===== config.mk =====
export PLATFORM = sky130hd
export DESIGN_NAME = ityt_front
export DESIGN_NICKNAME = d
export VERILOG_FILES = /design/src/hw/rtl/imu_tilt_and_yaw_tracker_defines.svh /design/src/hw/rtl/ityt_pkg.sv /design/src/hw/rtl/ityt_front.sv
export SDC_FILE = /design/constraint.sdc
export NUM_CORES = 1
export LEC_CHECK = 0
export BUFFER_PORTS_ARGS = -buffer_cell sky130_fd_sc_hd__buf_2
export CAP_MARGIN = 0
export CORE_ASPECT_RATIO = 0.8
export CORE_MARGIN = 2
export CORE_UTILIZATION = 60
export DETAILED_ROUTE_END_ITERATION = 6
export HOLD_SLACK_MARGIN = 0.02
export PLACE_DENSITY = 0.79
export SYNTH_ARGS = -nofsm -noshare
export SYNTH_HDL_FRONTEND = slang
export SYNTH_SLANG_ARGS = --single-unit

===== constraint.sdc =====
create_clock -name clk_i -period 10.6 [get_ports clk_i]
set_input_delay 0.53 -clock clk_i [delete_from_list [all_inputs] [get_ports clk_i]]
set_output_delay 0.53 -clock clk_i [all_outputs]
set_load 0.05 [all_outputs]

===== src/hw/rtl/imu_tilt_and_yaw_tracker_defines.svh =====
// Assertion macros for the IMU tilt and yaw tracker.
`ifndef IMU_TILT_AND_YAW_TRACKER_DEFINES_SVH
`define IMU_TILT_AND_YAW_TRACKER_DEFINES_SVH
`ifndef SYNTHESIS
`define ITYT_ASSERT(lbl, prop, msg) \
  lbl: assert property (@(posedge clk_i) disable iff (!rst_ni) prop) else $error(msg);
`define ITYT_ASSERT_NEXT(lbl, ante, cons, msg) \
  lbl: assert property (@(posedge clk_i) disable iff (!rst_ni) (ante) |=> (cons)) \
  else $error(msg);
`else
`define ITYT_ASSERT(lbl, prop, msg)
`define ITYT_ASSERT_NEXT(lbl, ante, cons, msg)
`endif
`endif


===== src/hw/rtl/ityt_pkg.sv =====
// Shared types, constants and the arctangent table of the tilt and yaw tracker.
`default_nettype none
package ityt_pkg;

  localparam int ACC_W = 20;
  localparam int SUM_W = 24;
  localparam int CW    = 27;

  localparam logic [ACC_W-1:0] FULL_TURN = 20'd737280;
  localparam logic [15:0] W_ONE   = 16'd32768;
  localparam logic [15:0] W_RESET = 16'd32113;
  localparam logic signed [CW-1:0] DEG180_Z = 27'sd11796480;
  localparam logic signed [CW-1:0] HALF_TURN_OUT    = 27'sd23040;
  localparam logic signed [CW-1:0] QUARTER_TURN_OUT = 27'sd11520;

  localparam logic REG_GYRO_WEIGHT = 1'b0;

  typedef struct packed {
    logic signed [15:0] accel_x;
    logic signed [15:0] accel_y;
    logic signed [15:0] accel_z;
    logic signed [15:0] gyro_z;
  } in_item_t;

  typedef struct packed {
    logic signed [14:0] pitch_angle;
    logic signed [15:0] roll_angle;
    logic signed [15:0] yaw_angle;
  } out_item_t;

  typedef struct packed {
    logic signed [15:0] accel_x;
    logic signed [15:0] accel_y;
    logic signed [15:0] accel_z;
    logic [SUM_W-1:0]   run_sum;
  } q_entry_t;

  typedef struct packed {
    logic full;
    logic empty;
  } q_stat_t;

  typedef struct packed {
    logic                 busy;
    logic signed [CW-1:0] angle;
  } cordic_stat_t;

  // atan(2^-i) in 1/65536 degree
  function automatic logic signed [CW-1:0] atan_entry(input logic [4:0] idx);
    logic signed [CW-1:0] v;
    case (idx)
      5'd0:  v = 27'sd2949120;
      5'd1:  v = 27'sd1740967;
      5'd2:  v = 27'sd919879;
      5'd3:  v = 27'sd466945;
      5'd4:  v = 27'sd234379;
      5'd5:  v = 27'sd117304;
      5'd6:  v = 27'sd58666;
      5'd7:  v = 27'sd29335;
      5'd8:  v = 27'sd14668;
      5'd9:  v = 27'sd7334;
      5'd10: v = 27'sd3667;
      5'd11: v = 27'sd1833;
      5'd12: v = 27'sd917;
      5'd13: v = 27'sd458;
      5'd14: v = 27'sd229;
      5'd15: v = 27'sd115;
      5'd16: v = 27'sd57;
      5'd17: v = 27'sd29;
      5'd18: v = 27'sd14;
      5'd19: v = 27'sd7;
      5'd20: v = 27'sd4;
      5'd21: v = 27'sd2;
      5'd22: v = 27'sd1;
      default: v = '0;
    endcase
    return v;
  endfunction

endpackage
`default_nettype wire


===== src/hw/rtl/ityt_front.sv =====
// Front end: accepts samples, integrates yaw and keeps the history running sum.
`default_nettype none
module ityt_front #(
  parameter int HISTORY_DEPTH = 5
) (
  input  wire                  clk_i,
  input  wire                  rst_ni,
  input  wire                  in_valid_i,
  output logic                 in_ready_o,
  input  ityt_pkg::in_item_t   in_data_i,
  input  wire  [15:0]          gyro_weight_i,
  output logic                 push_o,
  output ityt_pkg::q_entry_t   push_data_o,
  input  ityt_pkg::q_stat_t    q_stat_i
);

  localparam int SLOT_W = (HISTORY_DEPTH > 1) ? $clog2(HISTORY_DEPTH) : 1;

  typedef enum logic [2:0] {
    F_IDLE = 3'b001,
    F_MUL  = 3'b010,
    F_SUM  = 3'b100
  } fstate_e;

  fstate_e state_q, state_d;

  logic [ityt_pkg::ACC_W-1:0] acc_q, acc_d;
  logic [ityt_pkg::ACC_W-1:0] weighted_q;
  logic [ityt_pkg::SUM_W-1:0] sum_q, sum_d;
  logic [ityt_pkg::ACC_W-1:0] hist_q [HISTORY_DEPTH];
  logic [SLOT_W-1:0]          slot_q, slot_d;
  ityt_pkg::in_item_t         sample_q;

  logic signed [21:0] gz_ext, acc_sum, acc_wrap;
  logic [15:0]        w_sat;
  logic [35:0]        prod;
  logic               in_acc, do_push;

  assign in_ready_o = (state_q == F_IDLE);
  assign in_acc     = in_valid_i && in_ready_o;
  assign do_push    = (state_q == F_SUM) && !q_stat_i.full;

  always_comb begin
    gz_ext  = 22'(in_data_i.gyro_z);
    acc_sum = $signed({2'b00, acc_q}) + gz_ext * 22'sd5;
    if (acc_sum < 22'sd0) begin
      acc_wrap = acc_sum + $signed({2'b00, ityt_pkg::FULL_TURN});
    end else if (acc_sum >= $signed({2'b00, ityt_pkg::FULL_TURN})) begin
      acc_wrap = acc_sum - $signed({2'b00, ityt_pkg::FULL_TURN});
    end else begin
      acc_wrap = acc_sum;
    end
    acc_d = acc_wrap[ityt_pkg::ACC_W-1:0];
  end

  always_comb begin
    w_sat = (gyro_weight_i > ityt_pkg::W_ONE) ? ityt_pkg::W_ONE : gyro_weight_i;
    prod  = 36'(acc_q) * 36'(w_sat);
  end

  always_comb begin
    sum_d  = sum_q - ityt_pkg::SUM_W'(hist_q[slot_q]) + ityt_pkg::SUM_W'(weighted_q);
    slot_d = (slot_q == SLOT_W'(HISTORY_DEPTH - 1)) ? '0 : slot_q + 1'b1;
  end

  always_comb begin
    state_d = state_q;
    case (state_q)
      F_IDLE:  if (in_acc) state_d = F_MUL;
      F_MUL:   state_d = F_SUM;
      F_SUM:   if (do_push) state_d = F_IDLE;
      default: state_d = F_IDLE;
    endcase
  end

  always_ff @(posedge clk_i or negedge rst_ni) begin
    if (!rst_ni) begin
      state_q <= F_IDLE;
      acc_q   <= '0;
      sum_q   <= '0;
      slot_q  <= '0;
      for (int k = 0; k < HISTORY_DEPTH; k++) hist_q[k] <= '0;
    end else begin
      state_q <= state_d;
      if (in_acc) acc_q <= acc_d;
      if (do_push) begin
        sum_q          <= sum_d;
        hist_q[slot_q] <= weighted_q;
        slot_q         <= slot_d;
      end
    end
  end

  always_ff @(posedge clk_i) begin
    if (in_acc) sample_q <= in_data_i;
    if (state_q == F_MUL) weighted_q <= ityt_pkg::ACC_W'((prod + 36'd16384) >> 15);
  end

  assign push_o               = do_push;
  assign push_data_o.accel_x  = sample_q.accel_x;
  assign push_data_o.accel_y  = sample_q.accel_y;
  assign push_data_o.accel_z  = sample_q.accel_z;
  assign push_data_o.run_sum  = sum_d;

endmodule
`default_nettype wire


---- Word-level counts from Yosys, hierarchy flattened ----
Cells that the tools add are included.
word-level totals
  bits in registers ....................... 218
  bits of input ports ..................... 85
  output and inout bits ................... 74
  word-level logic and storage cells ...... 52
cells by class
  add/subtract/negate cells ............... 7
  multipliers ............................. 2
  magnitude comparators ................... 5
  equal/unequal tests ..................... 6
  multiplexer cells ....................... 13
  bitwise operators ....................... 1
  reduce and logical (&&, ||, !) cells .... 5
operators with widths
  kind                                                                 number
  bitwise mux 100 bit                                                  1
  two-way mux 20 bit                                                   5
  binary-select mux 20 bit (select 3 bit)                              1
  demux 20 bit (select 3 bit)                                          1
  adder 35 x 15 -> 35 bit, second input constant                       1
  multiplier 20 x 16 -> 35 bit                                         1
  adder 24 x 20 -> 24 bit                                              1
  subtractor 24 x 20 -> 24 bit                                         1
  adder 21 x 20 -> 22 bit                                              1
  greater-or-equal comparator 22 x 21 -> 1 bit, second input constant  1
  less-than comparator 22 x 1 -> 1 bit, second input constant          1
  adder 20 bit, second input constant                                  1
  multiplier 16 x 4 -> 20 bit, second input constant                   1
  subtractor 20 bit, second input constant                             1
  > comparator 16 bit, second input constant                           1
  two-way mux 16 bit                                                   1
  two-way mux 3 bit                                                    3
  case mux 3 bit (3 select lines)                                      1
  equality test 3 bit, second input constant                           2
  greater-or-equal comparator 4 bit, second input constant             1
  less-than comparator 4 x 1 -> 1 bit, second input constant           1
  inverter 3 -> 4 bit                                                  1
  adder 3 x 1 -> 3 bit, second input constant                          1
  equality test 3 x 1 -> 1 bit, second input constant                  1
  other kinds (6)                                                      8

---- Logic depth before layout (Yosys ltp) ----
  depth after elaboration ................. 6
  mapped depth ............................ 26
  depth with buffers taken out ............ 25

---- Worst setup path after synthesis ----
OpenSTA, ideal clock, no wires.
  kind .................................... in2reg
  start point ............................. input port gyro_weight_i[10]
  end point ............................... register weighted_q[11] in the netlist's numbering, data pin
  arrival time ............................ 6.664 ns
  data required time ...................... 10.405 ns
  path slack .............................. 3.741 ns
  stages .................................. 23
  cells stage by stage .................... nor4_1 a41oi_1 nor2b_1 clkbuf_1 nand2_1 fa_1 fa_1 fa_1 inv_1 fa_1 fa_1 inv_1 fa_1 inv_1 ha_1 a21o_1 a2111oi_0 a211oi_1 o21ai_0 a311oi_1 o21ai_0 nand2_1 o311ai_0
on the way
  word-level cells in the longest chain between the ends .. 4
RTL lines
  item                            line              source
  start: declaration              ityt_front.sv:11  input wire [15:0] gyro_weight_i,
  > comparator 16 bit             ityt_front.sv:57  w_sat = (gyro_weight_i > ityt_pkg::W_ONE) ? ityt_pkg::W_ONE : gyro_weight_i;
  two-way mux 16 bit *            ityt_front.sv:57
  multiplier 20 x 16 -> 35 bit *  ityt_front.sv:58  prod = 36'(acc_q) * 36'(w_sat);
  adder 35 x 15 -> 35 bit *       ityt_front.sv:96  if (state_q == F_MUL) weighted_q <= ityt_pkg::ACC_W'((prod + 36'd16384) >> 15);
  end signal: assignment          ityt_front.sv:96
  end: declaration                ityt_front.sv:28  logic [ityt_pkg::ACC_W-1:0] weighted_q;
Every way passes the cells marked *; elsewhere a longest branch is shown, timed or not.
A chain may end at the register's enable or synchronous reset.

---- Worst setup path after layout ----
  start point ............................. input port gyro_weight_i[15]
  end point ............................... register weighted_q[11] in the netlist's numbering, data pin
The elaborated chain is that of the path after synthesis.

==> impl_metrics.yaml <==
clocking:
  clock_tree.buffer_depth: 3
  cts_buffers: 24
  clock_latency_ns: 0.54
  cts-root-buf: "clkbuf_16"
  cts.sinks: 218
  tritoncts: "yes"
  ctsResizeCount: 0
  cts_setup_buffers: 0
  h-tree-depth: 1
  ctsHoldBuffers: 0
  clk_pin_slew_ns: 0.06
sta:
  finalCriticalPeriod_ns: 8.06
  fmax_mhz: 124
  rsz0062_at_grt: "false"
  hold_viol_final: 0
  slew_headroom_pct: 28.4
  slew_viol_final: 0
  tightest_slew_ns: 1.07
  setup_viol: 0
  finClkSkew_ns: 0.0350
  fin_tns_setup_ns: 0
  period_share_pct: 76.0
worst_setup_path:
  crit_type: "input pin to flop"
  cp.arrival_ns: 8.37
  slowest_stage: "o21ai_0"
  path_cells: "buf_2, inv_1, a41oi_1, nor2b_2, buf_4, nand2_1, fa_1, fa_1, fa_1, inv_1, fa_1, fa_1, inv_1, fa_1, inv_1, ha_1, a21o_1, a2111oi_0, a211oi_1, o21ai_0, a311oi_1, o21ai_0, nand2_1, o311ai_0"
  cp_common_cell: "fa_1"
  required_ns: 10.92
  reg2reg_from: "acc_q[10]$_DFFE_PN0P_"
  r2r_cells: 19
  endpoint_kind: "flop"
  critPathMaxFanout: 25
  critical-path-max-stage-delay_ns: 0.79
  startpoint: "gyro_weight_i[15]"
  regToRegSetupSlack_ns: 3.14
  r2r_end: "weighted_q[11]$_DFFE_PP_"
  startpoint_type: "input pin"
synth:
  synth-seq-cells: 218
  async_flop_share_pct: 68.8
  synth-simple-area-share_pct: 13.4
  syn_avg_cell_area_um2: 9.71
  yosysWarnings: 0
  postSynthCellCount: 2315
  ys_top_cells_by_area: "fa_1 (25%), dfrtp_1 (17%), ha_1 (10%)"
  synth_area_leader_cell: "fa_1"
  synthAdderAreaFrac_pct: 35.6
  synth_compound_area_share_pct: 8.94
  synthXorXnorAreaFrac_pct: 2.47
  syn_nets: 2869
  synth_cell_types: 80
  ys_seq_area_share_pct: 25.8
  synth_mux_area_share_pct: 4.52
  syn_area_mm2: 0.0225
  synth_top_family_by_area: "adder cells"
  synth_edf_count: 68
  synth_top_area_share_pct: 25.3
  synth-main-ff-cell: "dfrtp_1"
grt:
  grtUsageTotal_pct: 27.8
  gr-total-overflow: 0
  first_global_vias: 17806
  grt_pass1_wl_um: 86000
  grt_start_max_net_pins: 84
  antenna_found_initial: 0
finish:
  nNetsFinal: 2991
  layout.cells.non_filler: 2942
  synthToLayoutAreaGrowth_pct: 9.44
  num-fill-cells: 2829
  mostFrequentLayoutCells: "inv_1 (460), fa_1 (284), nand2_1 (254), ha_1 (185), and2_1 (161)"
  diodes: 0
  final_common_cell: "inv_1"
  drive_gt1_share_pct: 13.0
placement:
  gp_routability_congestion: 0.941
  portBuffers: 157
  dp_cells: 2898
  dp_hpwl_um: 39100
outcome:
  status: "completed"
die:
  die_height_um: 177
  die-width_um: 220
  row_count: 63
  initial_utilization_pct: 60.8
  io_pins: 159
  core-area_mm2: 0.0370
  die_area_mm2: 0.0391
route:
  drtPass1Iterations: 6
  avgRoutedWirePerCell_um: 17.3
  drt_wl_total_um: 50900
  avgViaCountPerCell: 5.66
  remaining_drc_errors: 0
  vias: 16662
  drt_iter0_drc: 1287
  postRouteAntennaNets: 0
worst_hold_path:
  hp-class: "input pin to asynchronous set/reset pin"
job:
  max_cap_viol_count: 0
cell usage after synthesis (10+ instances only):
| library cell | instances |
|---|---|
| inv_1 | 461 |
| nand2_1 | 254 |
| mux2_2 | 65 |
| nor2_1 | 71 |
| and2_1 | 161 |
| xnor2_1 | 42 |
| xor2_1 | 17 |
| a22oi_1 | 18 |
| a21o_1 | 19 |
| dfrtp_1 | 149 |
| o21bai_1 | 10 |
| ha_1 | 185 |
| o21ai_0 | 95 |
| edfxtp_1 | 68 |
| fa_1 | 284 |
| nor3_1 | 25 |
| nand3_1 | 17 |
| o21a_1 | 13 |
| clkbuf_1 | 84 |
| a211oi_1 | 12 |
| nor2b_1 | 22 |
| a21oi_1 | 59 |
| o22ai_1 | 19 |
| mux2i_1 | 24 |
logic make-up (layout without fill, tap and decap cells):
family,after synthesis,count (layout)
multiplexers,91,91
AO/OA/AOI/OAI,309,309
adder cells (fa/ha/maj),469,469
flip-flops,218,218
AND/OR/NAND/NOR,612,612
XOR/XNOR,61,61
buffers and inverters,555,695
final cells by class:
| cell class | count | area (µm²) | area share, % |
|---|---|---|---|
| Sequential cell | 218 | 5800 | 23.6 |
| Timing Repair Buffer | 188 | 1020 | 4.16 |
| Clock buffer | 38 | 736 | 2.99 |
| Clock inverter | 6 | 71.3 | 0.290 |
| Inverter | 463 | 1740 | 7.06 |
| Tap cell | 487 | 609 | 2.48 |
| Multi-Input combinational cell | 1542 | 14600 | 59.5 |
worst max-delay path by stage:
stage | cells past startpoint | slack (ns) | end
floorplan | 23 | 3.74 | weighted_q[11]$_DFFE_PP_
global placement | 24 | 2.29 | weighted_q[11]$_DFFE_PP_
detailed placement | 24 | 2.10 | weighted_q[19]$_DFFE_PP_
CTS | 24 | 2.59 | weighted_q[11]$_DFFE_PP_
global route | 24 | 1.98 | weighted_q[11]$_DFFE_PP_
finish | 24 | 2.54 | weighted_q[11]$_DFFE_PP_
state kept, by name, summed over array words and instances (netlist names):
register and flops:
acc_q 20, weighted_q 20, hist_q 100, slot_q 3
sum_q 24, push_data_o 48, state_q 3
layer usage:
| layer | part of all wire, % | GRT usage, % | vias up |
|---|---|---|---|
| met1 | 41 | 36.7 | 8336 |
| li1 | - | - | 7633 |
| met5 | 0 | 0 | - |
| met3 | 7.3 | 5.05 | 91 |
| met4 | 2.0 | 6.77 | 0 |
| met2 | 50 | 47.5 | 602 |
worst max-delay path, delay by kind of cell:
family / cells / cell delay [ns]
buffers and inverters: 6 / 1.09
AO/OA/AOI/OAI: 8 / 3.15
adder cells (fa/ha/maj): 7 / 3.20
AND/OR/NAND/NOR: 3 / 0.37
stage by stage:
stage	hold WS [ns]	util, %	setup slack [ns]	area, µm²
final	0.0729	66.6	2.54	24600
after global routing	0.104	66.6	1.98	24600
after CTS	0.0672	66.6	2.59	24600
after detailed placement	0.467	64.4	2.10	23800
after global placement	0.458	64.4	2.29	23800
after floorplan	0.234	-	3.74	22500
Power is not shown: default switching activity piles up to over one toggle a cycle in this logic, so the estimate is an artifact.
