[src/hw/rtl/imu_tilt_and_yaw_tracker_defines.svh]
// Assertion macros for the IMU tilt and yaw tracker.
`ifndef IMU_TILT_AND_YAW_TRACKER_DEFINES_SVH
`define IMU_TILT_AND_YAW_TRACKER_DEFINES_SVH
`ifndef SYNTHESIS
`define ITYT_ASSERT(lbl, prop, msg) \
  lbl: assert property (@(posedge clk_i) disable iff (!rst_ni) prop) else $error(msg);
`define ITYT_ASSERT_NEXT(lbl, ante, cons, msg) \
  lbl: assert property (@(posedge clk_i) disable iff (!rst_ni) (ante) |=> (cons)) \
  else $error(msg);
`else
`define ITYT_ASSERT(lbl, prop, msg)
`define ITYT_ASSERT_NEXT(lbl, ante, cons, msg)
`endif
`endif

[src/hw/rtl/ityt_pkg.sv]
// Shared types, constants and the arctangent table of the tilt and yaw tracker.
`default_nettype none
package ityt_pkg;

  localparam int ACC_W = 20;
  localparam int SUM_W = 24;
  localparam int CW    = 27;

  localparam logic [ACC_W-1:0] FULL_TURN = 20'd737280;
  localparam logic [15:0] W_ONE   = 16'd32768;
  localparam logic [15:0] W_RESET = 16'd32113;
  localparam logic signed [CW-1:0] DEG180_Z = 27'sd11796480;
  localparam logic signed [CW-1:0] HALF_TURN_OUT    = 27'sd23040;
  localparam logic signed [CW-1:0] QUARTER_TURN_OUT = 27'sd11520;

  localparam logic REG_GYRO_WEIGHT = 1'b0;

  typedef struct packed {
    logic signed [15:0] accel_x;
    logic signed [15:0] accel_y;
    logic signed [15:0] accel_z;
    logic signed [15:0] gyro_z;
  } in_item_t;

  typedef struct packed {
    logic signed [14:0] pitch_angle;
    logic signed [15:0] roll_angle;
    logic signed [15:0] yaw_angle;
  } out_item_t;

  typedef struct packed {
    logic signed [15:0] accel_x;
    logic signed [15:0] accel_y;
    logic signed [15:0] accel_z;
    logic [SUM_W-1:0]   run_sum;
  } q_entry_t;

  typedef struct packed {
    logic full;
    logic empty;
  } q_stat_t;

  typedef struct packed {
    logic                 busy;
    logic signed [CW-1:0] angle;
  } cordic_stat_t;

  // atan(2^-i) in 1/65536 degree
  function automatic logic signed [CW-1:0] atan_entry(input logic [4:0] idx);
    logic signed [CW-1:0] v;
    case (idx)
      5'd0:  v = 27'sd2949120;
      5'd1:  v = 27'sd1740967;
      5'd2:  v = 27'sd919879;
      5'd3:  v = 27'sd466945;
      5'd4:  v = 27'sd234379;
      5'd5:  v = 27'sd117304;
      5'd6:  v = 27'sd58666;
      5'd7:  v = 27'sd29335;
      5'd8:  v = 27'sd14668;
      5'd9:  v = 27'sd7334;
      5'd10: v = 27'sd3667;
      5'd11: v = 27'sd1833;
      5'd12: v = 27'sd917;
      5'd13: v = 27'sd458;
      5'd14: v = 27'sd229;
      5'd15: v = 27'sd115;
      5'd16: v = 27'sd57;
      5'd17: v = 27'sd29;
      5'd18: v = 27'sd14;
      5'd19: v = 27'sd7;
      5'd20: v = 27'sd4;
      5'd21: v = 27'sd2;
      5'd22: v = 27'sd1;
      default: v = '0;
    endcase
    return v;
  endfunction

endpackage
`default_nettype wire

[src/hw/rtl/ityt_queue.sv]
// Two-entry queue between the front end and the angle engine.
`default_nettype none
module ityt_queue (
  input  wire                  clk_i,
  input  wire                  rst_ni,
  input  wire                  push_i,
  input  ityt_pkg::q_entry_t   push_data_i,
  input  wire                  pop_i,
  output ityt_pkg::q_entry_t   head_o,
  output ityt_pkg::q_stat_t    stat_o
);

  ityt_pkg::q_entry_t mem_q [2];
  logic               wr_ptr_q, rd_ptr_q;
  logic [1:0]         cnt_q;

  always_ff @(posedge clk_i or negedge rst_ni) begin
    if (!rst_ni) begin
      wr_ptr_q <= 1'b0;
      rd_ptr_q <= 1'b0;
      cnt_q    <= '0;
    end else begin
      if (push_i) wr_ptr_q <= ~wr_ptr_q;
      if (pop_i)  rd_ptr_q <= ~rd_ptr_q;
      if (push_i && !pop_i) cnt_q <= cnt_q + 2'd1;
      else if (pop_i && !push_i) cnt_q <= cnt_q - 2'd1;
    end
  end

  always_ff @(posedge clk_i) begin
    if (push_i) mem_q[wr_ptr_q] <= push_data_i;
  end

  assign head_o       = mem_q[rd_ptr_q];
  assign stat_o.full  = (cnt_q == 2'd2);
  assign stat_o.empty = (cnt_q == 2'd0);

endmodule
`default_nettype wire

[config.mk]
export PLATFORM = sky130hd
export DESIGN_NAME = ityt_queue
export DESIGN_NICKNAME = d
export VERILOG_FILES = /design/src/hw/rtl/imu_tilt_and_yaw_tracker_defines.svh /design/src/hw/rtl/ityt_pkg.sv /design/src/hw/rtl/ityt_queue.sv
export SDC_FILE = /design/constraint.sdc
export NUM_CORES = 1
export LEC_CHECK = 0
export BUFFER_PORTS_ARGS = -buffer_cell sky130_fd_sc_hd__buf_2
export CAP_MARGIN = 10
export CORE_ASPECT_RATIO = 0.8
export CORE_MARGIN = 2
export CORE_UTILIZATION = 52
export CTS_CLUSTER_SIZE = 28
export DETAILED_ROUTE_END_ITERATION = 12
export PLACE_DENSITY = 0.78
export SYNTH_ARGS = -nofsm -noshare
export SYNTH_HDL_FRONTEND = slang
export SYNTH_SLANG_ARGS = --single-unit
[constraint.sdc]
create_clock -name clk_i -period 4.58 [get_ports clk_i]
set_input_delay 0.916 -clock clk_i [delete_from_list [all_inputs] [get_ports clk_i]]
set_output_delay 0.916 -clock clk_i [all_outputs]
set_load 0.05 [all_outputs]
Word level (Yosys, flattened, before mapping) --
Memory sizes are Yosys's and may differ from the RTL's. Cells that the tools add are included.
Operators by class: $lt $le $gt $ge 0, muxes and demuxes 4, bitwise logic cells 2, $add $sub $neg 2, multiply operators 0, reduce and logical (&&, ||, !) cells 6, shift-type cells 0, divide/modulo/power cells 0, equal/unequal tests 1
Operator list (number):
- 2-bit 2-to-1 mux | 2
- 2-bit by 1-bit adder with 2-bit output (second input constant) | 1
- 2-bit equality test (second input constant) | 1
- 1-bit logical AND | 2
- 1-bit logical NOT | 2
- 2-bit logical NOT | 1
- 1-bit 2-to-1 mux | 2
- 1-bit NOT | 2
- 2-bit nonzero test | 1
- 2-bit by 1-bit subtractor with 2-bit output (second input constant) | 1
Word-level totals: memories kept 1, output and inout bits 74, bits in latches 0, ROM bits 0, flip-flop bits (word level) 4, memory bits (writable) 144, bits of input ports 76
Memories:
- mem_q | depth 2, width 72, read ports 1, clocked after memory_dff 0, write ports 1, line ityt_queue.sv:13 | ityt_pkg::q_entry_t mem_q [2];

Longest topological paths before layout --
Gate-level depths: netlist (run 1).
depth after elaboration 4, depth in mapped cells 5, depth with buffers taken out 5

Worst setup path after synthesis (run 1) --
Ideal clock, no wire load.
path type input to register, from in push_i, to mem mem_q[0][0] in the netlist's numbering, enable pin, arrival time 4.072 ns, required time 4.069 ns, library setup time 0.511 ns, stages 1, buffers on the path 0, setup slack -0.003 ns, cell sequence nor2b_1
Between the ends: word-level cells in the longest chain between the ends 2
RTL lines:
- from (decl) | line ityt_queue.sv:6 | input wire push_i,
- 1-bit 2-to-1 mux | line ityt_queue.sv:31 | if (push_i) mem_q[wr_ptr_q] <= push_data_i;
- 1-bit 2-to-1 mux (not written as such) | line ityt_queue.sv:31
- to (decl) | line ityt_queue.sv:13
Every way passes these cells.

==> results.yml, run 1 <==
final_layout:
  fillers: 771
  register_area_sq_um: 4428
  final_cells: 559
  multi_input_area_sq_um: 1162
  final_area_sq_um: 7127
  n_antenna_cell: 0
  fin_util_pct: 65.96
  area_delta_synth_final_pct: 24.34
  nets: 480
  drive_above_1_share_pct: 61.20
sta:
  relSlewSlack_pct: 32.82
  slew_viol_final: 0
  worst_slack_ns: 1.260
  finalHoldViolCount: 0
  finClkSkew_ns: 0.004765
  setup_viol: 0
  worstMarginPinSlew_ns: 1.006
  fmax_ghz: 0.3012
  rsz0062_at_grt: "false"
  min_period_over_period_pct: 72.49
  whs_ns: 0.3104
  tns_ns: 0
  period_minus_slack_ns: 3.320
yosys:
  synth.yosys.seq_area_share_pct: 77.19
  synthesis.area_sq_um: 5732
  synth_top_area_share_pct: 75.44
  ys_ff_latch: 148
  synthTopCellsByArea: "edfxtp_1, mux2_4, buf_12, dfrtp_1, xor2_1"
  synth_cell_type_count: 13
  syn_inst: 240
  synth.avg_cell_area_sq_um: 23.88
  yosys_warnings: 0
  synth_top_area_cell: "edfxtp_1"
  syn-num-nets: 317
global_routing:
  grt-ovfl-total: 0
  track_usage_pct: 16.31
  grt_pass1_vias: 2828
  grt_max_degree: 73
  antenna_found_initial: 1
  grt_pass1_wl_microns: 14210
routing:
  drtIter0Drc: 178
  via_count: 2728
  via_per_inst: 4.880
  drc: 0
  first_pass_iters: 4
  wirelength_microns: 9520
  wl_per_cell_microns: 17.03
  detail-route-antenna-nets: 0
die:
  rows: 34
  die_area_sq_um: 11880
  fp.coreArea_sq_um: 10810
  die_w_microns: 121.4
  io_pins: 150
  start_util_pct: 53.05
  die_y_microns: 97.91
power_and_ir_drop:
  internal_power_mw: 3.345
  p_comb_share_pct: 38.8
  p_clk_share_pct: 24.6
  worst_ir_drop_vdd_uv: 495.4
  leakagePower_nw: 2.915
  cellPowerDensity_nw_per_um2: 759.8
  switching_share_pct: 38.23
  finalPower_mw: 5.415
  pwr-share-seq_pct: 36.6
  p_switching_mw: 2.070
critical_path:
  critical_path_class: "reg -> out"
  required_ns: 3.66
  crit_fanout: 43
  cp-start-kind: "flop"
  critPathArrivalTime_ns: 2.40
  endpoint_kind: "primary output"
place:
  place_area_sq_um: 6555
  place_ws_ns: 1.687
  hpwl_microns: 6189
  port_buffers: 149
  place_inst: 528
  gp_congestion: 0.7060
cts:
  cts_setup_buffers: 0
  cts_tree: "done"
  insertion_delay_ns: 0.40
  clock-sinks: 148
  clkTransAtPathRegs_ns: 0.05
  ctsHoldBuffers: 0
  cts-root-buf: "clkbuf_16"
  ctsResizeCount: 0
  cts_buffer_depth: 2
  h-tree-depth: 4
  cts_buffers: 17
run_status:
  status: "completed"
min_path:
  min_path_type: "in -> async"
flow_run:
  max_cap_viol_count: 0
synth_stat cells:
library cell	n
mux2_2	3
dfrtp_1	4
edfxtp_1	144
xor2_1	4
buf_12	7
nor2_1	2
ha_1	1
mux2_4	69
inv_1	1
and2_1	1
xnor2_1	1
nor2b_1	2
buf_6	1
registers in the layout, indices dropped and copies added, names as in the netlist:
register / count
mem_q: 144
cnt_q: 2
rd_ptr_q: 1
wr_ptr_q: 1
power by group through the flow:
stage               clock, mW  combinational [mW]  sequential, mW
floorplan                   0                1.95            1.89
global placement            0                2.10            2.00
detailed placement          0                2.12            2.02
CTS                      1.36                2.12            1.99
global route             1.41                2.19            2.01
finish                   1.33                2.10            1.98
worst max-delay path: stages, from the launching register on:
cell     delay [ns]
dfrtp_4        0.95
buf_4          0.46
mux2_4         0.34
buf_2          0.21
layout by cell type (no fill, tap or decap), drive strengths merged:
cell type	Yosys	routed
and2	1	1
buf	8	152
bufinv	0	3
clkbuf	0	19
clkinv	0	8
clkinvlp	0	1
dfrtp	4	4
edfxtp	144	144
ha	1	1
inv	1	1
mux2	72	72
nor2	2	2
nor2b	2	2
xnor2	1	1
xor2	4	4
path summary, 6_finish.rpt:
check | end | cells past startpoint | slack, ns | startpoint
hold / removal | wr_ptr_q$_DFFE_PN0P_ | 1 | 0.31 | rst_ni
min in group clk_i | cnt_q[1]$_DFFE_PN0P_ | 1 | 0.51 | cnt_q[1]$_DFFE_PN0P_
max in group asynchronous | rd_ptr_q$_DFFE_PN0P_ | 1 | 4.13 | rst_ni
setup reg to reg | mem_q[0][59]$_DFFE_PP_ | 2 | 2.68 | wr_ptr_q$_DFFE_PN0P_
setup / recovery | head_o[0] | 3 | 1.26 | rd_ptr_q$_DFFE_PN0P_
hold reg to reg | cnt_q[1]$_DFFE_PN0P_ | 1 | 0.51 | cnt_q[1]$_DFFE_PN0P_
layout make-up:
cell class	count	share of cell area [%]
Timing Repair Buffer	152	10.96
Clock buffer	19	6.074
Tap cell	144	2.528
Multi-Input combinational cell	83	16.31
Sequential cell	148	62.13
Clock inverter	12	1.949
Inverter	1	0.05267
logic make-up (layout without fill, tap and decap cells):
family                   after synthesis  count (layout)  share of synthesized area, %
AND/OR/NAND/NOR                        5               5                        0.4585
buffers and inverters                  9             184                         2.707
multiplexers                          72              72                         18.66
flip-flops                           148             148                         77.19
XOR/XNOR                               5               5                        0.7640
adder cells (fa/ha/maj)                1               1                        0.2183
routing by layer:
layer  vias up  share of wire, %  track usage [%]
li1       1274                 -                -
met3        10               7.6            6.776
met5         -              0.12                0
met4         2              0.84            5.924
met1      1339                43            20.19
met2       103                49            25.97
Note: power is estimated with default switching activity, not from simulation.
==> inputs of run 2 (changes only) <==
Settings changed: ABC_AREA set to 1, CORE_UTILIZATION 52 to 47, PLACE_DENSITY 0.78 to 0.74.
Clock period 4.58 ns to 2.7 ns, I/O delays scaled along.
==> run 2 against run 1 <==
  * First-iteration DRC count decreased by 1.1%
  * Clock power rose by 71%
  * Synthesized cell count increased by 3.8%
  * Sequential power grew 65%
  * Clock skew is 0.0016 ns higher
==> results.yml, run 2 <==
run_status:
  status: "completed"
final_layout:
  final_area_sq_um: 7231
  final_common_cell: "buf_2"
  drive_above_1_share_pct: 60.93
  layout_common_cells: "buf_2, edfxtp_1, mux2_4"
  largest_register: "mem_q"
  n_antenna_cell: 0
  fin_util_pct: 59.90
  largest_register_ffs: 144
  top_regs: "mem_q (144), cnt_q (2)"
  nets: 494
  area_delta_synth_final_pct: 25.71
  final_cells: 582
yosys:
  synth_edf_count: 144
  ys.flop_type: "edfxtp_1"
  async_flop_share_pct: 2.703
  synth.yosys.seq_area_share_pct: 76.92
  synth_top_area_share_pct: 75.18
  synth_cell_type_count: 14
  ys_ff_latch: 148
  synthTopCellsByArea: "edfxtp_1, mux2_4, buf_12, dfrtp_1, mux2_2"
  yosys_warnings: 0
  synthesis.area_sq_um: 5752
  synth.most_common_cell: "edfxtp_1"
  synthTopCellsByCount: "edfxtp_1, mux2_4, buf_12, inv_1, nand2_1"
  synth.avg_cell_area_sq_um: 23.10
  synth_top_area_cell: "edfxtp_1"
  syn_inst: 249
  syn-num-nets: 326
critical_path:
  required_ns: 2.16
  crit_family: "flip-flops"
  cp-start-kind: "flop"
  path_cells: "buf_12 > mux2_4 > buf_2"
  ff2ff_path_depth: 3
  critPathBufInv: 2
  worstReg2RegStart: "wr_ptr_q$_DFFE_PN0P_"
  slowest_delay_ns: 0.66
  endpoint_kind: "primary output"
  reg2reg_to: "mem_q[1][18]$_DFFE_PP_"
  crit_slowest_cell: "dfrtp_4"
  critical_path_class: "reg -> out"
  critPathArrivalTime_ns: 1.91
  crit_fanout: 25
  r2r_slack_ns: 1.31
min_path:
  hold_start: "push_data_i[61]"
  min_path_type: "in -> reg"
  whs_path_depth: 1
  whs_endpoint: "mem_q[0][61]$_DFFE_PP_"
sta:
  fmax_ghz: 0.4083
  whs_ns: 0.3123
  rsz0062_at_grt: "false"
  slew_viol_final: 0
  finClkSkew_ns: 0.006350
  setup_viol: 0
  tns_ns: 0
  worstMarginPinSlew_ns: 0.5307
  worst_slack_ns: 0.2510
  finalHoldViolCount: 0
  min_period_over_period_pct: 90.70
  period_minus_slack_ns: 2.449
  relSlewSlack_pct: 64.62
cts:
  cts_buffers: 17
  clock-sinks: 148
  cts_setup_buffers: 0
  cts-root-buf: "clkbuf_16"
  cts_buffer_depth: 2
  clkTransAtPathRegs_ns: 0.06
  cts_tree: "done"
  h-tree-depth: 4
  insertion_delay_ns: 0.41
flow_run:
  max_cap_viol_count: 0
die:
  die_w_microns: 127.7
  io_pins: 150
  die_area_sq_um: 13140
  fp.coreArea_sq_um: 12070
  rows: 36
  die_y_microns: 102.9
  start_util_pct: 47.65
place:
  gp_congestion: 0.6828
  place_inst: 549
  place_area_sq_um: 6638
  hpwl_microns: 6593
  port_buffers: 149
  place_ws_ns: 0.6655
power_and_ir_drop:
  cellPowerDensity_nw_per_um2: 1284
  leakagePower_nw: 2.982
  finalPower_mw: 9.285
  worst_ir_drop_vdd_uv: 865.6
routing:
  wl_per_cell_microns: 16.76
  first_pass_iters: 6
  drc: 0
  detail-route-antenna-nets: 0
  via_per_inst: 4.806
  wirelength_microns: 9754
  via_count: 2797
  drtIter0Drc: 176
global_routing:
  grt_pass1_vias: 2812
  track_usage_pct: 14.88
  grt-ovfl-total: 0
  grt_pass1_wl_microns: 14330
  antenna_found_initial: 1
  grt_max_degree: 40
==> run 2: cell types whose count changed in the layout (fill, tap and decap cells not counted), sizes merged, moves of 2 or more <==
| cell | delta |
|---|---|
| nand2 | +5 |
| nor2b | -2 |
| xor2 | -2 |
| buf | +4 |
| clkbuf | -2 |
| inv | +9 |
==> run 2: worst register-to-register path, stage by stage, from the launching register on <==
cell,delay [ns]
dfrtp_1,0.42
nand2_1,0.09
inv_2,0.06
buf_4,0.44
==> run 2: what timing repair did <==
action                                 4_1_cts  5_1_grt
resized for setup                            0        0
hold buffers                                 1        0
endpoints found under the hold margin        4        0
==> run 2: kinds of logic after synthesis <==
group	synth area share, %
XOR/XNOR	0.4569
multiplexers	18.60
AND/OR/NAND/NOR	0.7179
adder cells (fa/ha/maj)	0.2175
flip-flops	76.92
buffers and inverters	3.089
==> run 2: how the worst max path moves through the flow <==
stage,startpoint,to,slack (ns),depth (start not counted)
finish,rd_ptr_q$_DFFE_PN0P_,head_o[35],0.25,3
global route,rd_ptr_q$_DFFE_PN0P_,head_o[35],0.19,3
CTS,rd_ptr_q$_DFFE_PN0P_,head_o[35],0.22,3
detailed placement,rd_ptr_q$_DFFE_PN0P_,head_o[35],0.67,3
global placement,rd_ptr_q$_DFFE_PN0P_,head_o[35],0.68,3
floorplan,push_i,mem_q[1][0]$_DFFE_PP_,0.29,2
==> run 2: cell type report <==
class | instances | area [sq um]
fillers | 916 | 4841
clock inverters | 15 | 157.7
flip-flops and latches | 148 | 4428
inverters | 7 | 26.28
well taps | 152 | 190.2
multi-input cells | 86 | 1157
clock buffers | 17 | 425.4
repair buffers | 157 | 845.8
==> run 2: power breakdown <==
part | switching, mW | internal [mW] | total, mW
clock network | 0.910 | 1.37 | 2.28
registers | 0.204 | 3.06 | 3.26
logic | 2.51 | 1.24 | 3.74
total | 3.62 | 5.66 | 9.28
==> run 2: layer usage <==
metal | GRT usage [%] | routed length (microns) | vias to the layer above
li1 | - | - | 1306
met2 | 23.65 | 4682 | 111
met1 | 17.23 | 3959 | 1363
met5 | 0 | 17 | -
met4 | 5.833 | 117 | 2
met3 | 7.992 | 976 | 15
