--- src/hw/rtl/imu_tilt_and_yaw_tracker_defines.svh ---
// Assertion macros for the IMU tilt and yaw tracker.
`ifndef IMU_TILT_AND_YAW_TRACKER_DEFINES_SVH
`define IMU_TILT_AND_YAW_TRACKER_DEFINES_SVH
`ifndef SYNTHESIS
`define ITYT_ASSERT(lbl, prop, msg) \
  lbl: assert property (@(posedge clk_i) disable iff (!rst_ni) prop) else $error(msg);
`define ITYT_ASSERT_NEXT(lbl, ante, cons, msg) \
  lbl: assert property (@(posedge clk_i) disable iff (!rst_ni) (ante) |=> (cons)) \
  else $error(msg);
`else
`define ITYT_ASSERT(lbl, prop, msg)
`define ITYT_ASSERT_NEXT(lbl, ante, cons, msg)
`endif
`endif

--- src/hw/rtl/ityt_pkg.sv ---
// Shared types, constants and the arctangent table of the tilt and yaw tracker.
`default_nettype none
package ityt_pkg;

  localparam int ACC_W = 20;
  localparam int SUM_W = 24;
  localparam int CW    = 27;

  localparam logic [ACC_W-1:0] FULL_TURN = 20'd737280;
  localparam logic [15:0] W_ONE   = 16'd32768;
  localparam logic [15:0] W_RESET = 16'd32113;
  localparam logic signed [CW-1:0] DEG180_Z = 27'sd11796480;
  localparam logic signed [CW-1:0] HALF_TURN_OUT    = 27'sd23040;
  localparam logic signed [CW-1:0] QUARTER_TURN_OUT = 27'sd11520;

  localparam logic REG_GYRO_WEIGHT = 1'b0;

  typedef struct packed {
    logic signed [15:0] accel_x;
    logic signed [15:0] accel_y;
    logic signed [15:0] accel_z;
    logic signed [15:0] gyro_z;
  } in_item_t;

  typedef struct packed {
    logic signed [14:0] pitch_angle;
    logic signed [15:0] roll_angle;
    logic signed [15:0] yaw_angle;
  } out_item_t;

  typedef struct packed {
    logic signed [15:0] accel_x;
    logic signed [15:0] accel_y;
    logic signed [15:0] accel_z;
    logic [SUM_W-1:0]   run_sum;
  } q_entry_t;

  typedef struct packed {
    logic full;
    logic empty;
  } q_stat_t;

  typedef struct packed {
    logic                 busy;
    logic signed [CW-1:0] angle;
  } cordic_stat_t;

  // atan(2^-i) in 1/65536 degree
  function automatic logic signed [CW-1:0] atan_entry(input logic [4:0] idx);
    logic signed [CW-1:0] v;
    case (idx)
      5'd0:  v = 27'sd2949120;
      5'd1:  v = 27'sd1740967;
      5'd2:  v = 27'sd919879;
      5'd3:  v = 27'sd466945;
      5'd4:  v = 27'sd234379;
      5'd5:  v = 27'sd117304;
      5'd6:  v = 27'sd58666;
      5'd7:  v = 27'sd29335;
      5'd8:  v = 27'sd14668;
      5'd9:  v = 27'sd7334;
      5'd10: v = 27'sd3667;
      5'd11: v = 27'sd1833;
      5'd12: v = 27'sd917;
      5'd13: v = 27'sd458;
      5'd14: v = 27'sd229;
      5'd15: v = 27'sd115;
      5'd16: v = 27'sd57;
      5'd17: v = 27'sd29;
      5'd18: v = 27'sd14;
      5'd19: v = 27'sd7;
      5'd20: v = 27'sd4;
      5'd21: v = 27'sd2;
      5'd22: v = 27'sd1;
      default: v = '0;
    endcase
    return v;
  endfunction

endpackage
`default_nettype wire

--- src/hw/rtl/ityt_cordic.sv ---
// Iterative CORDIC vectoring unit: atan2 in 1/128 degree, one rotation per cycle.
`default_nettype none
module ityt_cordic #(
  parameter int CORDIC_STEPS = 16
) (
  input  wire                                    clk_i,
  input  wire                                    rst_ni,
  input  wire                                    start_i,
  input  wire  logic signed [ityt_pkg::CW-1:0]   y0_i,
  input  wire  logic signed [ityt_pkg::CW-1:0]   x0_i,
  output ityt_pkg::cordic_stat_t                 stat_o
);

  localparam int CW = ityt_pkg::CW;

  logic signed [CW-1:0] x_q, y_q, z_q;
  logic signed [CW-1:0] dx, dy, rnd;
  logic [4:0]           i_q;
  logic                 busy_q, zero_q;

  assign dx  = y_q >>> i_q;
  assign dy  = x_q >>> i_q;
  assign rnd = (z_q + 27'sd256) >>> 9;

  always_ff @(posedge clk_i or negedge rst_ni) begin
    if (!rst_ni) begin
      busy_q <= 1'b0;
      i_q    <= '0;
    end else if (start_i) begin
      busy_q <= 1'b1;
      i_q    <= '0;
    end else if (busy_q) begin
      if (i_q == 5'(CORDIC_STEPS - 1)) busy_q <= 1'b0;
      i_q <= i_q + 5'd1;
    end
  end

  always_ff @(posedge clk_i) begin
    if (start_i) begin
      zero_q <= (x0_i == '0) && (y0_i == '0);
      // fold the left half plane onto the right and preload +-180
      if (x0_i < 0) begin
        x_q <= -x0_i;
        y_q <= -y0_i;
        z_q <= (y0_i >= 0) ? ityt_pkg::DEG180_Z : -ityt_pkg::DEG180_Z;
      end else begin
        x_q <= x0_i;
        y_q <= y0_i;
        z_q <= '0;
      end
    end else if (busy_q) begin
      if (y_q >= 0) begin
        x_q <= x_q + dx;
        y_q <= y_q - dy;
        z_q <= z_q + ityt_pkg::atan_entry(i_q);
      end else begin
        x_q <= x_q - dx;
        y_q <= y_q + dy;
        z_q <= z_q - ityt_pkg::atan_entry(i_q);
      end
    end
  end

  assign stat_o.busy  = busy_q;
  assign stat_o.angle = zero_q ? '0 : rnd;

endmodule
`default_nettype wire

--- src/hw/rtl/ityt_back.sv ---
// Angle engine: magnitude root, pitch and roll CORDIC, yaw average and result register.
`default_nettype none
module ityt_back #(
  parameter int HISTORY_DEPTH = 5,
  parameter int CORDIC_STEPS  = 16
) (
  input  wire                  clk_i,
  input  wire                  rst_ni,
  output logic                 pop_o,
  input  ityt_pkg::q_entry_t   head_i,
  input  ityt_pkg::q_stat_t    q_stat_i,
  output logic                 out_valid_o,
  input  wire                  out_ready_i,
  output ityt_pkg::out_item_t  out_data_o
);

  localparam int CW       = ityt_pkg::CW;
  localparam int NUM_W    = ityt_pkg::SUM_W + 1;
  localparam int RECIP_SH = 26;
  localparam logic [26:0] RECIP =
    27'(((64'd1 << RECIP_SH) + 64'(HISTORY_DEPTH) - 64'd1) / 64'(HISTORY_DEPTH));

  typedef enum logic [4:0] {
    B_IDLE  = 5'b00001,
    B_MAG   = 5'b00010,
    B_ROOT  = 5'b00100,
    B_PITCH = 5'b01000,
    B_PUT   = 5'b10000
  } bstate_e;

  bstate_e state_q, state_d;

  logic signed [15:0]   ax_q, ay_q, az_q;
  logic [47:0]          rad_q, root_q, bit_q, trial;
  logic signed [31:0]   sq_y, sq_z;
  logic [31:0]          magsq;
  logic [NUM_W-5:0]     num_q;
  logic [47:0]          quo_prod;
  logic [16:0]          quo_q;
  logic                 out_valid_q, load_out;
  ityt_pkg::out_item_t  out_q;

  logic                  roll_start, pitch_start;
  logic signed [CW-1:0]  roll_y0, roll_x0, pitch_y0, pitch_x0;
  logic signed [CW-1:0]  pitch_c, roll_c;
  logic signed [17:0]    avg_s, yaw_s;
  ityt_pkg::cordic_stat_t roll_st, pitch_st;

  assign pop_o       = (state_q == B_IDLE) && !q_stat_i.empty;
  assign roll_start  = (state_q == B_MAG);
  assign pitch_start = (state_q == B_ROOT) && (bit_q == '0);
  assign load_out    = (state_q == B_PUT) && !roll_st.busy &&
                       (!out_valid_q || out_ready_i);

  assign roll_y0  = CW'(ay_q) <<< 8;
  assign roll_x0  = CW'(az_q) <<< 8;
  assign pitch_y0 = -(CW'(ax_q) <<< 8);
  assign pitch_x0 = CW'(root_q[23:0]);

  ityt_cordic #(.CORDIC_STEPS(CORDIC_STEPS)) u_roll (
    .clk_i  (clk_i),
    .rst_ni (rst_ni),
    .start_i(roll_start),
    .y0_i   (roll_y0),
    .x0_i   (roll_x0),
    .stat_o (roll_st)
  );

  ityt_cordic #(.CORDIC_STEPS(CORDIC_STEPS)) u_pitch (
    .clk_i  (clk_i),
    .rst_ni (rst_ni),
    .start_i(pitch_start),
    .y0_i   (pitch_y0),
    .x0_i   (pitch_x0),
    .stat_o (pitch_st)
  );

  always_comb begin
    sq_y     = ay_q * ay_q;
    sq_z     = az_q * az_q;
    magsq    = $unsigned(sq_y) + $unsigned(sq_z);
    trial    = root_q + bit_q;
    // divide by HISTORY_DEPTH through a scaled reciprocal
    quo_prod = 48'(num_q) * 48'(RECIP);
  end

  always_comb begin
    state_d = state_q;
    case (state_q)
      B_IDLE:  if (pop_o) state_d = B_MAG;
      B_MAG:   state_d = B_ROOT;
      B_ROOT:  if (bit_q == '0) state_d = B_PITCH;
      B_PITCH: if (!pitch_st.busy) state_d = B_PUT;
      B_PUT:   if (load_out) state_d = B_IDLE;
      default: state_d = B_IDLE;
    endcase
  end

  always_ff @(posedge clk_i or negedge rst_ni) begin
    if (!rst_ni) begin
      state_q     <= B_IDLE;
      out_valid_q <= 1'b0;
    end else begin
      state_q <= state_d;
      if (load_out) out_valid_q <= 1'b1;
      else if (out_ready_i) out_valid_q <= 1'b0;
    end
  end

  always_ff @(posedge clk_i) begin
    if (pop_o) begin
      ax_q  <= head_i.accel_x;
      ay_q  <= head_i.accel_y;
      az_q  <= head_i.accel_z;
      num_q <= (NUM_W-4)'((NUM_W'(head_i.run_sum) + NUM_W'(HISTORY_DEPTH * 8)) >> 4);
    end

    if (state_q == B_MAG) quo_q <= 17'(quo_prod >> RECIP_SH);

    if (state_q == B_MAG) begin
      rad_q  <= {magsq, 16'd0};
      root_q <= '0;
      bit_q  <= 48'd1 << 46;
    end else if ((state_q == B_ROOT) && (bit_q != '0)) begin
      if (rad_q >= trial) begin
        rad_q  <= rad_q - trial;
        root_q <= (root_q >> 1) + bit_q;
      end else begin
        root_q <= root_q >> 1;
      end
      bit_q <= bit_q >> 2;
    end

    if (load_out) out_q <= out_item_d();
  end

  always_comb begin
    pitch_c = pitch_st.angle;
    if (pitch_c > ityt_pkg::QUARTER_TURN_OUT) pitch_c = ityt_pkg::QUARTER_TURN_OUT;
    if (pitch_c < -ityt_pkg::QUARTER_TURN_OUT) pitch_c = -ityt_pkg::QUARTER_TURN_OUT;
    roll_c = roll_st.angle;
    if (roll_c > ityt_pkg::HALF_TURN_OUT) roll_c = ityt_pkg::HALF_TURN_OUT;
    if (roll_c < -ityt_pkg::HALF_TURN_OUT) roll_c = -ityt_pkg::HALF_TURN_OUT;
    avg_s = $signed({1'b0, quo_q});
    yaw_s = (avg_s > 18'sd23040) ? avg_s - 18'sd46080 : avg_s;
  end

  function automatic ityt_pkg::out_item_t out_item_d();
    ityt_pkg::out_item_t r;
    r.pitch_angle = pitch_c[14:0];
    r.roll_angle  = roll_c[15:0];
    r.yaw_angle   = yaw_s[15:0];
    return r;
  endfunction

  assign out_valid_o = out_valid_q;
  assign out_data_o  = out_q;

endmodule
`default_nettype wire

--- config.mk ---
export PLATFORM = sky130hd
export DESIGN_NAME = ityt_back
export DESIGN_NICKNAME = d
export VERILOG_FILES = /design/src/hw/rtl/imu_tilt_and_yaw_tracker_defines.svh /design/src/hw/rtl/ityt_pkg.sv /design/src/hw/rtl/ityt_cordic.sv /design/src/hw/rtl/ityt_back.sv
export SDC_FILE = /design/constraint.sdc
export NUM_CORES = 2
export LEC_CHECK = 0
export ABC_AREA = 1
export BUFFER_PORTS_ARGS = -buffer_cell sky130_fd_sc_hd__buf_4
export CAP_MARGIN = 20
export CORE_MARGIN = 2
export CORE_UTILIZATION = 43
export CTS_CLUSTER_DIAMETER = 120
export DETAILED_ROUTE_END_ITERATION = 8
export PLACE_DENSITY_LB_ADDON = 0.12
export SLEW_MARGIN = 20
export SYNTH_ARGS = -nofsm -noshare
export SYNTH_HDL_FRONTEND = slang
export SYNTH_SLANG_ARGS = --single-unit
export TNS_END_PERCENT = 100
--- constraint.sdc ---
create_clock -name clk_i -period 23 [get_ports clk_i]
set_clock_uncertainty 0.05 [all_clocks]
set_input_delay 3.45 -clock clk_i [delete_from_list [all_inputs] [get_ports clk_i]]
set_output_delay 3.45 -clock clk_i [all_outputs]
set_load 0.1 [all_outputs]
# [Word-level counts from Yosys, hierarchy flattened]
# Memory sizes are Yosys's and may differ from the RTL's.
# Cells that the tools add are included.
[classes] n_mul=3 div_mod_pow=0 n_lt_le_gt_ge=12 bitwise=0 add_sub_neg=27 eq_ne=11 n_reduce_logical=25 n_mux=64 shifts=4
[op_table] cell="27-bit 2-to-1 mux" count=42
[op_table] cell="48-bit 2-to-1 mux" count=4
[op_table] cell="27-bit adder" count=6
[op_table] cell="27-bit subtractor" count=6
[op_table] cell="27-bit zero test" count=4
[op_table] cell="24-bit negator with 27-bit output" count=4
[op_table] cell="27-bit by 5-bit >>> shifter with 27-bit output" count=4
[op_table] cell="27-bit by 1-bit >= comparator with 1-bit output (second input constant)" count=3
[op_table] cell="16-bit by 16-bit multiplier with 32-bit output" count=2
[op_table] cell="27-bit by 10-bit adder with 27-bit output (second input constant)" count=2
[op_table] cell="47-bit by 47-bit adder with 48-bit output" count=1
[op_table] cell="48-bit by 47-bit adder with 48-bit output" count=1
[op_table] cell="48-bit >= comparator" count=1
[op_table] cell="48-bit zero test" count=1
[op_table] cell="24-bit by 1-bit < comparator with 1-bit output (second input constant)" count=2
[op_table] cell="48-bit nonzero test" count=1
[op_table] cell="48-bit subtractor" count=1
[op_table] cell="21-bit by 24-bit multiplier with 43-bit output (second input constant)" count=1
[op_table] cell="5-bit 2-to-1 mux" count=8
[op_table] cell="32-bit adder" count=1
[op_table] cell="27-bit by 15-bit greater-than comparator with 1-bit output (second input constant)" count=1
[op_table] cell="27-bit by 16-bit greater-than comparator with 1-bit output (second input constant)" count=1
[op_table] cell="27-bit by 15-bit < comparator with 1-bit output (second input constant)" count=1
[op_table] cell="27-bit by 16-bit < comparator with 1-bit output (second input constant)" count=1
[op_table] cell="21 further kinds" count=47
[word_totals] ramBits=0 rom_bits=2816 ff_bits=435 elab_cells=176 mem_count=4 latchBits=0 output_inout_bits=49 input_bits=77
[mem_list] memory="(no name shown)" depth=32 width=22 read_ports=1 rd_clocked_by_memory_dff=0 write_ports=0 line="ityt_pkg.sv:51" source="case (idx)"
[mem_list] memory="(no name shown)" depth=32 width=22 read_ports=1 rd_clocked_by_memory_dff=0 write_ports=0 line="ityt_pkg.sv:51"
[mem_list] memory="(no name shown)" depth=32 width=22 read_ports=1 rd_clocked_by_memory_dff=0 write_ports=0 line="ityt_pkg.sv:51"
[mem_list] memory="(no name shown)" depth=32 width=22 read_ports=1 rd_clocked_by_memory_dff=0 write_ports=0 line="ityt_pkg.sv:51"

# [Logic depth before layout (Yosys ltp)]
[logic_depth] ltp_word=8 ltp_mapped=36 depth_no_buf=35

# [Modules after synthesis]
# Synthesis repeated with hierarchy kept, for this count alone.
[unflattened] cells_unflattened=10477 hier_area_um2=72937.5
[by_module_without_submodules] module="ityt_back" seq_area_each_um2=6867.8 area_per_inst_um2=44252.4 n_inst=1 cells_per_inst=5685
[by_module_without_submodules] module="ityt_cordic at u_pitch" seq_area_each_um2=2612.5 area_per_inst_um2=14516.4 n_inst=1 cells_per_inst=2391
[by_module_without_submodules] module="ityt_cordic at u_roll" seq_area_each_um2=2612.5 area_per_inst_um2=14168.6 n_inst=1 cells_per_inst=2401

# [Worst setup path after synthesis]
# No wires, ideal clock.
[synth_path] kind="input to output" startpoint="input q_stat_i[0] (netlist name)" endpoint="output pop_o" path_slack_ns=11.977 required_time_ns=19.500 cell_stages=1 arrival_time_ns=7.523 n_path_buf=0 path_cell_list="nor2_1"
[synth_via] elab_chain_cells=2
[synth_rtl] item="start: declaration" line="ityt_back.sv:11" source="input ityt_pkg::q_stat_t q_stat_i,"
[synth_rtl] item="1-bit zero test" line="ityt_back.sv:49" source="assign pop_o = (state_q == B_IDLE) && !q_stat_i.empty;"
[synth_rtl] item="1-bit logical AND" line="ityt_back.sv:49"
[synth_rtl] item="end: declaration" line="ityt_back.sv:9" source="output logic pop_o,"
# No other way between the ends.

# [Final worst setup path]
[layout_path] startpoint="register ay_q[2]" endpoint="register rad_q[44] (data pin)"
[layout_via] elab_chain_cells=3
[layout_rtl] item="start: declaration" line="ityt_back.sv:33" source="logic signed [15:0] ax_q, ay_q, az_q;"
[layout_rtl] item="start signal: assignment" line="ityt_back.sv:113" source="ay_q <= head_i.accel_y;"
[layout_rtl] item="16-bit by 16-bit multiplier with 32-bit output" line="ityt_back.sv:79" source="sq_y = ay_q * ay_q;"
[layout_rtl] item="32-bit adder" line="ityt_back.sv:81" source="magsq = $unsigned(sq_y) + $unsigned(sq_z);"
[layout_rtl] item="48-bit 2-to-1 mux" line="ityt_back.sv:120" source="if (state_q == B_MAG) begin"
[layout_rtl] item="end signal: assignment" line="ityt_back.sv:121" source="rad_q <= {magsq, 16'd0};"
[layout_rtl] item="end signal: assignment" line="ityt_back.sv:126" source="rad_q <= rad_q - trial;"
[layout_rtl] item="end: declaration" line="ityt_back.sv:34" source="logic [47:0] rad_q, root_q, bit_q, trial;"
# No other way between the ends.
# A chain may end at the register's enable or synchronous reset.

==> results.cfg <==
[worst_setup_path]
cp_common_cell = sky130_fd_sc_hd__fa_1
worst-path-max-fanout = 20
worstSetupPathDepth = 27
worst_path_dominant_cell_family = adder cells
timing.critical_path.buf_inv = 8
cp_slowest_stage_delay_ns = 1.02
critical_path_required_ns = 23.41
worstReg2RegEnd = rad_q[44]
timing.critical_path.from = ay_q[2]
timing.critical_path.slowest_stage_cell = sky130_fd_sc_hd__fa_1
endpoint_of_the_most_critical_setup_path = rad_q[44]
reg2reg_setup_slack_ns = 14.17
r2r_cells = 27
cp_data_arrival_time_ns = 9.23
kind_of_critical_path = reg -> reg
timing.rr.start = ay_q[2]
worstSetupEndpointType = register
critPathLaunchType = register

[logic_synthesis]
netlist.top_cell.by_area = sky130_fd_sc_hd__fa_1
synth_area_um2 = 68100
synth.top_cells.by_count = sky130_fd_sc_hd__nand2_1 (2008), sky130_fd_sc_hd__inv_1 (1707), sky130_fd_sc_hd__nor2_1 (659), sky130_fd_sc_hd__fa_1 (657), sky130_fd_sc_hd__ha_1 (607)
synth_enable_flop_cells = 329
yosysSeqAreaShare = 0.178
synth.ff_latch_count = 435
postSynthAreaPerCell_um2 = 7.35
async_set_reset_flop_share_out_of_synthesis = 0.0414
synth.area.top_cells = sky130_fd_sc_hd__fa_1 (19%), sky130_fd_sc_hd__edfxtp_1 (15%), sky130_fd_sc_hd__ha_1 (11%)
synthCells = 9270
mappedNetlistNets = 10600
yosysUniqueCellTypes = 78
library_cell_with_the_highest_instance_count_after_synthesis = sky130_fd_sc_hd__nand2_1
flip_flop_cell_with_the_highest_count_after_synthesis = sky130_fd_sc_hd__edfxtp_1
netlist.area_leader.share = 0.193
synth.yosys.warnings = 0

[cts]
worstSkewPairLatency_ns = 0.77
cts.path.max_buffers = 3
cts_resized = 0
tritoncts_clock_tree = yes
cts_num_sinks = 435
cts_made_buffers = 61
holdBufCountCts = 0
cts.root.buffer_cell = sky130_fd_sc_hd__clkbuf_16
cts.repair_timing.setup_buffer_count = 0
clk_pin_slew_worst_paths_ns = 0.06
ctsHtreeMaxLevel = 2

[global_route]
grt_first_pass_wirelength_um = 331000
pin_count_of_the_biggest_net_entering_global_routing = 96
antenna_found_initial = 3
global_route_total_overflow = 0
first_global_vias = 59700
global_route_usage_over_all_layers = 0.255

[timing]
final.setup.tns_ns = 0
report.final.slew_viol_count = 0
final_period_minus_worst_setup_slack_ns = 8.83
tightest_slew_ns = 1.04
max_clock_freq_mhz = 113
setup_viol_count_final = 0
rsz_0062_raised_after_global_routing = false
final-hold-violation-count = 0
post-route-period-util = 0.384
timing.max_slew.rel_slack = 0.296

[finish]
nNetsFinal = 10600
area_delta_synth_final_pct = 7.12
layout-drive-gt1-share = 0.0521

[route]
wire_per_inst_um = 18.1
antenna_violating_nets_post_route = 0
drt-vias-per-instance = 5.27
total_via_count_after_detailed_routing = 59900
first_pass_iters = 6
drt-total-wl_um = 206000
drt_iter0_markers = 4262
remaining_drc_errors = 0

[worst_hold_path]
min_from = quo_q[7]
min-delay-path-class = reg -> reg

[die]
io_pins = 126
die_height_um = 402
placeableCoreArea_um2 = 158000
die-width_um = 402
die_area_um2 = 162000
fp-row-count = 146
floorplan.initialDensity = 0.432

[placement]
globalplace.congestion = 0.922
post-dp-hpwl_um = 166000
place.port_buffers = 121

[run]
maxCapViolCount = 0

[outcome]
status = finished clean
==> registers in the layout, indices dropped and copies added (netlist names), 17 cells and up <==
name / count
u_pitch.y_q: 27
u_roll.x_q: 27
u_pitch.z_q: 27
u_roll.z_q: 27
u_roll.y_q: 27
out_data_o: 47
u_pitch.x_q: 27
rad_q: 48
root_q: 48
bit_q: 24
num_q: 21
quo_q: 17
==> stage by stage <==
stage / instances / setup slack (ns) / hold WS, ns / utilization / instance area (um2)
after floorplan: 9270 / 11.98 / 0.376 / - / 68100
after global routing: 11400 / 13.67 / 0.421 / 0.462 / 73000
after global placement: 11300 / 14.25 / 0.389 / 0.449 / 70900
after CTS: 11400 / 14.14 / 0.407 / 0.462 / 73000
after detailed placement: 11300 / 14.17 / 0.394 / 0.449 / 70900
final: 11400 / 14.17 / 0.404 / 0.462 / 73000
==> layout make-up <==
class | count | area (um2)
diodes | 1 | 2.50
well taps | 2072 | 2590
repair buffers | 186 | 1420
clock buffers | 76 | 1700
clock inverters | 39 | 347
fillers | 16300 | 84900
multi-input cells | 6818 | 48300
flip-flops and latches | 435 | 12100
inverters | 1744 | 6560
==> worst reg2reg max path, stage by stage (launching register included) <==
cell	delay, ns
sky130_fd_sc_hd__edfxtp_1	0.35
sky130_fd_sc_hd__buf_4	0.26
sky130_fd_sc_hd__nand2_1	0.18
sky130_fd_sc_hd__inv_1	0.10
sky130_fd_sc_hd__fa_1	0.54
sky130_fd_sc_hd__inv_1	0.08
sky130_fd_sc_hd__fa_1	0.58
sky130_fd_sc_hd__inv_1	0.07
sky130_fd_sc_hd__fa_1	1.02
sky130_fd_sc_hd__inv_1	0.28
sky130_fd_sc_hd__fa_1	0.62
sky130_fd_sc_hd__inv_1	0.06
sky130_fd_sc_hd__fa_1	0.53
sky130_fd_sc_hd__fa_1	0.45
sky130_fd_sc_hd__fa_1	0.55
sky130_fd_sc_hd__inv_1	0.05
sky130_fd_sc_hd__fa_1	0.59
sky130_fd_sc_hd__inv_1	0.07
sky130_fd_sc_hd__ha_1	0.37
sky130_fd_sc_hd__nand2_1	0.11
sky130_fd_sc_hd__nor4_1	0.61
sky130_fd_sc_hd__nand4_1	0.20
sky130_fd_sc_hd__o211ai_1	0.25
sky130_fd_sc_hd__a21o_1	0.22
sky130_fd_sc_hd__a21oi_1	0.09
sky130_fd_sc_hd__xnor2_1	0.14
sky130_fd_sc_hd__nand2_1	0.06
sky130_fd_sc_hd__o21ai_0	0.07
==> logic make-up (layout without fill, tap and decap cells) <==
family | after synthesis | after routing | synth area share
buffers and inverters | 2017 | 2045 | 0.115
adders and majority gates | 1264 | 1264 | 0.305
xor gates and xnor gates | 344 | 344 | 0.0443
AOI/OAI and AO/OA | 1708 | 1708 | 0.140
muxes | 39 | 39 | 0.00573
and+or+nand+nor | 3462 | 3462 | 0.213
DFF | 435 | 435 | 0.178
other | 1 | 2 | 0.0000550
==> worst min-delay path by stage <==
stage                                to  slack, ns  cells after the start
after floorplan           out_data_o[9]       0.38                      0
after global placement    out_data_o[6]       0.39                      0
after detailed placement  out_data_o[3]       0.39                      0
after CTS                 out_data_o[3]       0.41                      0
after global routing      out_data_o[6]       0.42                      0
final                     out_data_o[7]       0.40                      0
==> cell usage in the layout (no fill, tap or decap), drive strengths merged, types with 41 or more instances in the layout <==
master and instances:
o21ai 749, nor4 49, o22ai 45, nand4 74
o211ai 73, edfxtp 329, nor3 95, or2 74
nand3 411, nor2 705, a21oi 584, ha 607
xor2 204, xnor2 140, inv 1744, fa 657
dfxtp 88, a31oi 53, a21o 41, buf 186
clkbuf 76, nand2 2023
==> layer usage <==
layer,part of all wire,global-route usage,vias to the layer above
li1,-,-,29800
met1,0.47,0.358,28400
met2,0.46,0.423,1392
met3,0.044,0.0233,224
met4,0.025,0.0603,0
met5,0,0,-
Power is left out: the tool's default activity adds up to more than one toggle a clock period on the data nets, which glitch-free logic cannot reach.
